File: src/sv/lfsr_filter_keystream_word_assert.svh
// ----------------------------------------------------------------------------
// lfsr filter keystream word assertion macros
// concurrent assertion shorthands on clk with synchronous active-low reset
// ----------------------------------------------------------------------------
`ifndef LFSR_FILTER_KEYSTREAM_WORD_ASSERT_SVH
`define LFSR_FILTER_KEYSTREAM_WORD_ASSERT_SVH

`ifndef SYNTHESIS

// same-cycle implication
`define LFKW_ASSERT_IMP(lbl, ante, cons) \
  lbl: assert property (@(posedge clk) disable iff (!rst_n) (ante) |-> (cons)) \
    else $error("lfkw assertion failed");

// next-cycle implication
`define LFKW_ASSERT_NXT(lbl, ante, cons) \
  lbl: assert property (@(posedge clk) disable iff (!rst_n) (ante) |=> (cons)) \
    else $error("lfkw assertion failed");

`else

`define LFKW_ASSERT_IMP(lbl, ante, cons)
`define LFKW_ASSERT_NXT(lbl, ante, cons)

`endif

`endif

File: src/sv/lfkw_pkg.sv
// ----------------------------------------------------------------------------
// lfkw_pkg
// constants, tables and round functions of the filtered 48-bit lfsr
// ----------------------------------------------------------------------------
package lfkw_pkg;

  localparam int KEY_W    = 48;
  localparam int SERIAL_W = 32;
  localparam int NONCE_W  = 32;
  localparam int WORD_W   = 32;
  localparam int STATE_W  = 48;
  localparam int CFG_W    = 64;
  localparam int ADDR_W   = 4;

  // round schedule: init rounds, discarded rounds, output rounds
  localparam int NUM_INIT    = 32;
  localparam int NUM_SKIP    = 32;
  localparam int NUM_OUT     = WORD_W;
  localparam int NUM_RND     = NUM_INIT + NUM_SKIP + NUM_OUT;
  localparam int RND_PER_STG = 8;
  localparam int NUM_STG     = NUM_RND / RND_PER_STG;
  localparam int IV_IDX_W    = $clog2(NUM_INIT);

  // register select is address bit 3 (8-byte register spacing)
  localparam logic REG_KEY    = 1'b0;
  localparam logic REG_SERIAL = 1'b1;

  // filter tables
  localparam logic [15:0] TAB_A = 16'h2C79;
  localparam logic [15:0] TAB_B = 16'h6671;
  localparam logic [31:0] TAB_C = 32'h7907287B;

  // feedback taps 0,2,3,6,7,8,16,22,23,26,30,41,42,43,46,47
  localparam logic [STATE_W-1:0] FB_TAPS = 48'hCE00_44C1_01CD;

  typedef logic [STATE_W-1:0] state_t;

  function automatic logic filt(input state_t x);
    logic [4:0] idx;
    idx[0] = TAB_A[{x[5],  x[4],  x[2],  x[1]}];
    idx[1] = TAB_B[{x[14], x[13], x[11], x[7]}];
    idx[2] = TAB_B[{x[25], x[22], x[20], x[16]}];
    idx[3] = TAB_B[{x[32], x[30], x[28], x[27]}];
    idx[4] = TAB_A[{x[45], x[43], x[42], x[33]}];
    return TAB_C[idx];
  endfunction

  // shift right, new top bit is filter of shifted state xor input bit
  function automatic state_t init_round(input state_t x, input logic inb);
    state_t xs;
    xs = {1'b0, x[STATE_W-1:1]};
    return {filt(xs) ^ inb, xs[STATE_W-2:0]};
  endfunction

  // plain lfsr step with fixed feedback
  function automatic state_t lfsr_next(input state_t x);
    logic fb;
    fb = ^(x & FB_TAPS);
    return {fb, x[STATE_W-1:1]};
  endfunction

endpackage

File: src/sv/lfsr_filter_keystream_word.sv
// ----------------------------------------------------------------------------
// lfsr_filter_keystream_word
// nonce in, 32-bit keystream word out, from a filtered 48-bit lfsr
// out_strobe rises when the taken nonce leaves the last of the pipeline stages
// throughput: one nonce per cycle, set by 12 pipeline stages of 8 rounds each
// busy stays low: results cannot be held off so the pipeline never stalls
// reset (synchronous, rst_n low): clears key, serial and all stage valid bits
// ----------------------------------------------------------------------------
module lfsr_filter_keystream_word (
  input  logic                           clk,
  input  logic                           rst_n,
  // command channel
  input  logic                           start,
  output logic                           busy,
  input  logic [lfkw_pkg::NONCE_W-1:0]   in_nonce,
  // result channel
  output logic                           out_strobe,
  output logic [lfkw_pkg::WORD_W-1:0]    out_keystream_word,
  // configuration port
  input  logic                           psel,
  input  logic                           penable,
  input  logic                           pwrite,
  input  logic [lfkw_pkg::ADDR_W-1:0]    paddr,
  input  logic [lfkw_pkg::CFG_W-1:0]     pwdata,
  output logic [lfkw_pkg::CFG_W-1:0]     prdata,
  output logic                           pready
);
  import lfkw_pkg::*;

  `include "lfsr_filter_keystream_word_assert.svh"

  // --------------------------------------------------------------------------
  // configuration registers
  // --------------------------------------------------------------------------
  logic [KEY_W-1:0]    secret_key_r;
  logic [SERIAL_W-1:0] tag_serial_r;
  logic                cfg_wr;

  assign pready = 1'b1;
  assign cfg_wr = psel & penable & pwrite & pready;

  always_ff @(posedge clk) begin
    if (!rst_n) begin
      secret_key_r <= '0;
      tag_serial_r <= '0;
    end else if (cfg_wr) begin
      unique case (paddr[3])
        REG_KEY:    secret_key_r <= pwdata[KEY_W-1:0];
        REG_SERIAL: tag_serial_r <= pwdata[SERIAL_W-1:0];
        default:    ;
      endcase
    end
  end

  always_comb begin
    unique case (paddr[3])
      REG_KEY:    prdata = CFG_W'(secret_key_r);
      REG_SERIAL: prdata = CFG_W'(tag_serial_r);
      default:    prdata = '0;
    endcase
  end

  // --------------------------------------------------------------------------
  // initial state: reversed key low 16 bits over reversed serial
  // reversed key bit i+16 is key bit 31-i, so init rounds read the low key word
  // --------------------------------------------------------------------------
  state_t              load_state;
  logic [15:0]         key_rev_lo;
  logic [SERIAL_W-1:0] ser_rev;
  logic [NONCE_W-1:0]  key_lo;

  always_comb begin
    for (int k = 0; k < 16; k++) key_rev_lo[k] = secret_key_r[KEY_W-1-k];
    for (int k = 0; k < SERIAL_W; k++) ser_rev[k] = tag_serial_r[SERIAL_W-1-k];
  end

  assign load_state = {key_rev_lo, ser_rev};
  assign key_lo     = secret_key_r[NONCE_W-1:0];

  // the pipeline always moves, so a new nonce can be taken every cycle
  assign busy = 1'b0;

  // --------------------------------------------------------------------------
  // round pipeline
  // aux carries the nonce through the init rounds and then collects the
  // output word; 32 shifts push out every stale bit before the word is read
  // --------------------------------------------------------------------------
  state_t             x_r    [NUM_STG];
  state_t             x_nxt  [NUM_STG];
  logic [WORD_W-1:0]  aux_r  [NUM_STG];
  logic [WORD_W-1:0]  aux_nxt[NUM_STG];
  logic [NUM_STG-1:0] vld_r;
  logic [NUM_STG-1:0] vld_nxt;

  for (genvar s = 0; s < NUM_STG; s++) begin : g_stg
    state_t            x_in;
    state_t            x_out;
    logic [WORD_W-1:0] aux_in;
    logic [WORD_W-1:0] aux_out;
    logic              vld_in;

    if (s == 0) begin : g_head
      // stage 0 takes the transfer straight from the command ports
      assign x_in   = load_state;
      assign aux_in = in_nonce;
      assign vld_in = start & ~busy;
    end else begin : g_body
      assign x_in   = x_r[s-1];
      assign aux_in = aux_r[s-1];
      assign vld_in = vld_r[s-1];
    end

    always_comb begin
      state_t            x;
      logic [WORD_W-1:0] aux;
      int                r;
      x   = x_in;
      aux = aux_in;
      for (int j = 0; j < RND_PER_STG; j++) begin
        r = s * RND_PER_STG + j;
        if (r < NUM_INIT) begin
          // reversed nonce bit r is nonce bit 31-r
          x = init_round(x, aux[IV_IDX_W'(NUM_INIT - 1 - r)] ^
                            key_lo[IV_IDX_W'(NUM_INIT - 1 - r)]);
        end else if (r < NUM_INIT + NUM_SKIP) begin
          x = lfsr_next(x);
        end else begin
          x   = lfsr_next(x);
          aux = {aux[WORD_W-2:0], filt(x)};
        end
      end
      x_out   = x;
      aux_out = aux;
    end

    assign x_nxt[s]   = x_out;
    assign aux_nxt[s] = aux_out;
    assign vld_nxt[s] = vld_in;
  end

  // payload registers, no reset
  always_ff @(posedge clk) begin
    for (int s = 0; s < NUM_STG; s++) begin
      x_r[s]   <= x_nxt[s];
      aux_r[s] <= aux_nxt[s];
    end
  end

  // valid bits travel with the data
  always_ff @(posedge clk) begin
    if (!rst_n) begin
      vld_r <= '0;
    end else begin
      vld_r <= vld_nxt;
    end
  end

  // result transfer straight from the last stage
  assign out_strobe         = vld_r[NUM_STG-1];
  assign out_keystream_word = aux_r[NUM_STG-1];

  // --------------------------------------------------------------------------
  // assertions
  // --------------------------------------------------------------------------
  `LFKW_ASSERT_IMP(a_no_orphan_result, out_strobe, $past(start, NUM_STG))
  `LFKW_ASSERT_IMP(a_result_follows, start && !busy, ##NUM_STG out_strobe)
  `LFKW_ASSERT_NXT(a_key_write, cfg_wr && (paddr[3] == REG_KEY),
                   secret_key_r == $past(pwdata[KEY_W-1:0]))
  `LFKW_ASSERT_NXT(a_serial_write, cfg_wr && (paddr[3] == REG_SERIAL),
                   tag_serial_r == $past(pwdata[SERIAL_W-1:0]))

endmodule

File: config.mk
export PLATFORM = sky130hd
export DESIGN_NAME = lfsr_filter_keystream_word
export DESIGN_NICKNAME = d
export VERILOG_FILES = /design/src/sv/lfkw_pkg.sv /design/src/sv/lfsr_filter_keystream_word.sv
export VERILOG_INCLUDE_DIRS = /design/src /design/src/sv
export SDC_FILE = /design/constraint.sdc
export NUM_CORES = 1
export LEC_CHECK = 0
export BUFFER_PORTS_ARGS = -buffer_cell sky130_fd_sc_hd__buf_2
export CORE_MARGIN = 3
export CORE_UTILIZATION = 32
export CTS_CLUSTER_DIAMETER = 50
export DETAILED_ROUTE_END_ITERATION = 16
export PLACE_DENSITY_LB_ADDON = 0.25
export SLEW_MARGIN = 0
export SYNTH_ARGS = -nofsm -noshare
export SYNTH_HDL_FRONTEND = slang
export SYNTH_SLANG_ARGS = --single-unit
File: constraint.sdc
create_clock -name clk -period 9.73 [get_ports clk]
set_input_delay 0.973 -clock clk [delete_from_list [all_inputs] [get_ports clk]]
set_output_delay 0.973 -clock clk [all_outputs]
set_load 0.05 [all_outputs]
==> results.md, run 1 <==
* Status: complete, no violations
* Placer Congestion at 0.857
* Worst-path cell chain: inv_1 -> ha_1 -> mux4_2 -> ha_1 -> inv_1 -> mux4_2 -> xnor2_4 -> xnor2_1 -> mux2i_1 -> xnor2_1 -> ha_1 -> nor2_1 -> o22ai_1 -> and2_1 -> a221oi_2 -> xnor2_1
* Final Hold Viols at 0
* CP Class: flip-flop to flip-flop
* Area of the multi-input gates at 21100 um^2
* Via density at 4.43
* Worst hold start: x_r[6][38]$_DFF_P_
* Slowest cell on the critical path: xnor2_1
* Largest net degree at the start of global routing at 93
* RSZ-0062 raised after global routing: no
* Synth top area cells: dfxtp_1, ha_1, xnor2_1
* Reg-to-reg startpoint: x_r[2][3]$_DFF_P_
* DRC errors left at 0
* Fill cell count at 11000
* DP Worst Slack at 5.24 ns
* Die Area at 115000 um^2
* Hold Path Sink: x_r[7][30]$_DFF_P_
* CP peak stage delay at 0.55 ns
* Synth warn at 0
* Port Buffers at 151
* Syn Area/Cell at 9.73 um^2
* Layout area overhead at 14.5%
* Dominant synthesized flop cell: dfxtp_1
* Max-Cap Viols at 0
* Post-Route Skew at 0.0361 ns
* Share of the synthesized area in the top cell type at 35.5%
* Cell Rows at 121
* TritonCTS clock tree: done
* Post-CTS Setup Repair Bufs at 0
* Clock buffer depth at 3
* Reg2reg end: x_r[3][47]$_DFF_P_
* Resize count post-CTS at 0
* Worst-Margin Slew at 0.858 ns
* Yosys reg bits at 630
* Period utilization at 45.6%
* Synth cell types at 70
* Global-route wire length before repair at 137 mm
* Tmin final at 4.44 ns
* Worst hold stages at 0
* R2r setup slk at 5.29 ns
* NumNets Final at 4457
* Setup TNS at 0 ns
* Fmax at 0.225 GHz
* Initial antenna violation count at 3
* 1st-pass router iterations at 7
* Drt total wl at 88.6 mm
* Grt total ovfl at 0
* Worst-Skew Late Latency at 0.67 ns
* Via count at 23800
* Antenna Nets Post-Route at 0
* Cts bufs inserted at 80
* Share of cells above drive strength 1 at 11.3%
* # setup viols final at 0
* Vias in the first global route at 23400
* Cells after synthesis at 3646
* # IOs at 205
* Die Ht at 339 um
* Slew Viols, Final at 0
* CP max FO at 7
* Core area at 109000 um^2
* CTS clk-pin slew, worst paths at 0.06 ns
* Average wire per standard cell at 16.5 um
* Cts hold-fix bufs at 0
* Seq/Total Area, Yosys at 35.5%
* Largest area contributor in the netlist: dfxtp_1
* Clock Sinks at 630
* Worst setup EP type: flip-flop
* CP Launch Type: flip-flop
* Synth async-reset ratio at 0%
* R2R depth at 16
* EDFF count, synth at 0
* Worst relative slew slack at 42.2%
* Worst EP arrival at 5.01 ns
* Die width at 339 um
* Storage element area at 12600 um^2
* H-tree Lvls at 3
* Final HPWL DP at 67.9 mm
* Initial Utilization at 32.4%
* Hold WC Path Type: flip-flop to flip-flop
* CP required at 10.30 ns
* Setup ws final at 5.29 ns
* GRT Util Overall at 15.3%
* Clk Tree Root Cell: clkbuf_16
* Initial DRC Count at 943
* Post-synthesis cell area at 35500 um^2
[registers in the layout, summed over array words and instances, names as in the netlist]
register	count
aux_r	120
secret_key_r	48
tag_serial_r	32
vld_r	12
x_r	418
[cells by family (layout without fill, tap and decap cells)]
| group | Yosys count | after routing | synth area share (%) |
|---|---|---|---|
| other cells | 2 | 20 | 0.0212 |
| buf+inv | 460 | 680 | 5.16 |
| compound gates | 605 | 605 | 11.0 |
| flops | 630 | 630 | 35.5 |
| mux | 120 | 120 | 5.45 |
| fa+ha+maj | 536 | 536 | 18.9 |
| simple gates | 660 | 660 | 7.65 |
| xor+xnor | 633 | 633 | 16.3 |
[through the flow]
stage	hold WS [ns]	utilization (%)	instance area, um^2	cells
6_report	0.320	37.1	40600	5360
5_1_grt	0.326	37.1	40600	5360
4_1_cts	0.321	37.1	40600	5358
3_5_place_dp	0.312	34.5	37800	5212
3_3_place_gp	0.310	34.5	37800	5212
2_1_floorplan	0.310	-	35500	3662
[synth_stat cells, drive strengths merged (4+ instances only)]
| cell | number |
|---|---|
| a211oi | 60 |
| a21boi | 82 |
| a21o | 18 |
| a21oi | 78 |
| a221oi | 4 |
| a31oi | 12 |
| and2 | 17 |
| buf | 35 |
| clkbuf | 54 |
| dfxtp | 630 |
| ha | 533 |
| inv | 370 |
| mux2 | 52 |
| mux2i | 16 |
| mux4 | 52 |
| nand2 | 424 |
| nand2b | 8 |
| nand3 | 6 |
| nor2 | 142 |
| nor2b | 42 |
| nor3 | 7 |
| o211ai | 39 |
| o21a | 19 |
| o21ai | 198 |
| o221ai | 21 |
| o22ai | 19 |
| o31a | 17 |
| o31ai | 22 |
| xnor2 | 535 |
| xor2 | 98 |
[cell type report]
class / instances / share of cell area (%)
repair buffers: 163 / 2.08
well taps: 1476 / 4.55
flip-flops and latches: 630 / 31.0
clock inverters: 44 / 1.55
clock buffers: 102 / 5.35
inverters: 371 / 3.43
diodes: 2 / 0.0123
multi-input cells: 2572 / 52.0
[worst max path at each step]
| stage | from | endpoint | cells past startpoint |
|---|---|---|---|
| global route | x_r[2][9]$_DFF_P_ | x_r[3][47]$_DFF_P_ | 17 |
| CTS | x_r[2][3]$_DFF_P_ | x_r[3][47]$_DFF_P_ | 16 |
| floorplan | x_r[2][4]$_DFF_P_ | x_r[3][47]$_DFF_P_ | 16 |
| global placement | x_r[2][3]$_DFF_P_ | x_r[3][47]$_DFF_P_ | 16 |
| detailed placement | x_r[2][3]$_DFF_P_ | x_r[3][47]$_DFF_P_ | 16 |
| finish | x_r[2][3]$_DFF_P_ | x_r[3][47]$_DFF_P_ | 16 |
[cell usage in the layout, fill, tap and decap left out, drive strengths merged, types with 19 or more instances in the layout]
cell type	instances
xnor2	535
buf	163
a21boi	82
a21oi	78
clkbuf	102
o21a	19
clkinv	21
o221ai	21
nand2	424
dfxtp	630
o211ai	39
nor2b	42
o21ai	198
ha	533
mux4	52
inv	385
mux2	52
o31ai	22
xor2	98
nor2	142
o22ai	19
a211oi	60
[worst max-delay path, delay by kind of cell, from the launching register on]
kind | cells | cell delay, ns
AO/OA/AOI/OAI | 2 | 0.33
XOR/XNOR | 4 | 1.20
adder cells (fa/ha/maj) | 3 | 0.90
buffers and inverters | 2 | 0.11
flip-flops | 1 | 0.41
multiplexers | 3 | 1.14
AND/OR/NAND/NOR | 2 | 0.26
[per-layer routing]
layer	track usage, %	routed length, um	vias up
li1	-	-	12300
met1	18.9	40000	11000
met2	27.0	43200	368
met3	2.67	3170	123
met4	4.40	2260	0
met5	0	0	-
Power of run 1 is left out: the tool's default activity adds up to more than one toggle a clock period on the data nets, which glitch-free logic cannot reach.
==> run 2: changes to the inputs <==
==> constraint.sdc (replaced) <==
create_clock -name clk -period 4.4 [get_ports clk]
set_input_delay 0.44 -clock clk [delete_from_list [all_inputs] [get_ports clk]]
set_output_delay 0.44 -clock clk [all_outputs]
set_load 0.05 [all_outputs]
==> run 2 against run 1 <==
Net effect: hold slack worse by 0.27 ns; non-clock buffer count up 78; critical path depth unchanged; global-route usage up 0.13 points; cell area up 2.2%; critical path type unchanged; wire length up 1.6%; utilization up 0.82 points; clock skew down 0.0050 ns; cell count up 1.6%.
==> results.md, run 2 (synthesized netlist as in run 1, its figures left out) <==
* Status: complete, no violations
* CP Class: flip-flop to flip-flop
* Initial antenna violation count at 1 (-2)
* Storage element area at 12600 um^2 (about the same)
* Most flops, register: x_r
* Placer Congestion at 0.859 (+0.17%)
* Global-route wire length before repair at 139 mm (+1.2%)
* CP Launch Type: flip-flop
* Slew Viols, Final at 0 (unchanged)
* TritonCTS clock tree: done
* Die width at 339 um (unchanged)
* Final HPWL DP at 69.6 mm (+2.5%)
* Max-Cap Viols at 0 (unchanged)
* Core area at 109000 um^2 (unchanged)
* H-tree Lvls at 3 (unchanged)
* Worst relative slew slack at 39.3% (-2.9 points)
* Grt total ovfl at 0 (unchanged)
* Fmax at 0.239 GHz (+6.1%)
* Largest regs: x_r x418, aux_r x120, secret_key_r x48
* Vias in the first global route at 23700 (+1.1%)
* Clk Tree Root Cell: clkbuf_16
* Initial DRC Count at 987 (+4.7%)
* Port Buffers at 151 (unchanged)
* Average wire per standard cell at 16.5 um (about the same)
* Fill cell count at 10900 (-0.85%)
* Die Ht at 339 um (unchanged)
* Tmin final at 4.18 ns (-0.255 ns)
* Clock buffer depth at 3 (unchanged)
* Hold Worst Slack at 0.0465 ns (-0.274 ns)
* RSZ-0062 raised after global routing: no
* GRT Util Overall at 15.4% (+0.13 points)
* Cts bufs inserted at 85 (+6.3%)
* Drt total wl at 90.0 mm (+1.6%)
* Area of the multi-input gates at 21200 um^2 (+0.47%)
* Final Hold Viols at 0 (unchanged)
* Clock Sinks at 630 (unchanged)
* Layout area overhead at 17.0%
* 1st-pass router iterations at 5 (-2)
* Placed cells at 5257 (+0.86%)
* Via count at 24200 (+1.7%)
* Antenna Nets Post-Route at 0 (unchanged)
* Setup TNS at 0 ns (unchanged)
* # IOs at 205 (unchanged)
* Hold WC Path Type: primary input to flip-flop
* CTS clk-pin slew, worst paths at 0.06 ns (about the same)
* Initial Utilization at 32.4% (unchanged)
* NumNets Final at 4540 (+1.9%)
* Share of cells above drive strength 1 at 12.9% (+1.6 points)
* CP max FO at 6 (-1)
* Most common cell after layout, fill and taps aside: dfxtp_1
* Worst EP arrival at 4.74 ns (-0.27 ns)
* Worst-Skew Late Latency at 0.66 ns (about the same)
* Largest register FFs at 418 (unchanged)
* Finished Layout Cells at 5447 (+1.6%)
* Worst setup EP type: flip-flop
* Largest net degree at the start of global routing at 58 (-38%)
* Post-Route Skew at 0.0312 ns (-0.00497 ns)
* Most frequent cells in the layout: dfxtp_1, ha_1, xnor2_1, nand2_1, inv_1
* Die Area at 115000 um^2 (unchanged)
* DRC errors left at 0 (unchanged)
* # setup viols final at 0 (unchanged)
* Via density at 4.44 (about the same)
* Worst-Margin Slew at 0.904 ns (+0.0463 ns)
* Cell Rows at 121 (unchanged)
* Period utilization at 95.1% (+49 points)
* CP required at 4.96 ns (-5.34 ns)
-- run 2: per-layer routing --
metal | GRT usage, % | routed length, um | vias to the layer above
li1 | - | - | 12500
met1 | 19.0 | 40400 | 11200
met2 | 26.9 | 43400 | 385
met3 | 2.65 | 3150 | 151
met4 | 5.48 | 3060 | 0
met5 | 0 | 0 | -
-- run 2: repair_timing --
action | in CTS | in global routing
gates resized for setup | 0 | 22
hold endpoints to repair | 35 | 0
endpoints found under the setup margin | 0 | 2
setup buffers | 0 | 1
hold buffers | 32 | 0
-- run 2: layout make-up --
class                   count  share of cell area, %
multi-input cells        2572                   51.1
flip-flops and latches    630                   30.4
clock buffers             110                   5.67
well taps                1476                   4.45
repair buffers            241                   3.64
inverters                 371                   3.35
clock inverters            46                   1.40
diodes                      1                0.00603
-- run 2: worst max-delay path, cell delays in order (launching register included) --
cell,delay [ns]
dfxtp_1,0.46
inv_1,0.11
ha_1,0.28
mux4_2,0.50
ha_1,0.31
mux2_2,0.31
nand3_1,0.09
o21a_1,0.14
o221ai_1,0.20
nor3_4,0.25
nor2_1,0.10
o311a_1,0.36
and3_1,0.20
a211o_1,0.24
and2_1,0.17
a221oi_2,0.23
xnor2_1,0.15
-- run 2: worst paths after layout --
kind	from	end	slack, ns	cells after the start
min	pwdata[0]	tag_serial_r[0]$_SDFFE_PN0P_	0.05	3
min reg2reg	aux_r[10][7]$_DFF_P_	aux_r[11][15]$_DFF_P_	0.32	0
max	x_r[2][6]$_DFF_P_	x_r[3][47]$_DFF_P_	0.22	16
max reg2reg	x_r[2][6]$_DFF_P_	x_r[3][47]$_DFF_P_	0.22	16
-- run 2: stage by stage --
stage	util, %	cell area, um^2	worst slack, ns
global route	37.9	41500	0.0112
finish	37.9	41500	0.217
global placement	34.9	38200	0.221
floorplan	-	35500	0.498
detailed placement	34.9	38200	0.170
CTS	37.8	41400	0.122
Power of run 2 is left out for the same reason.
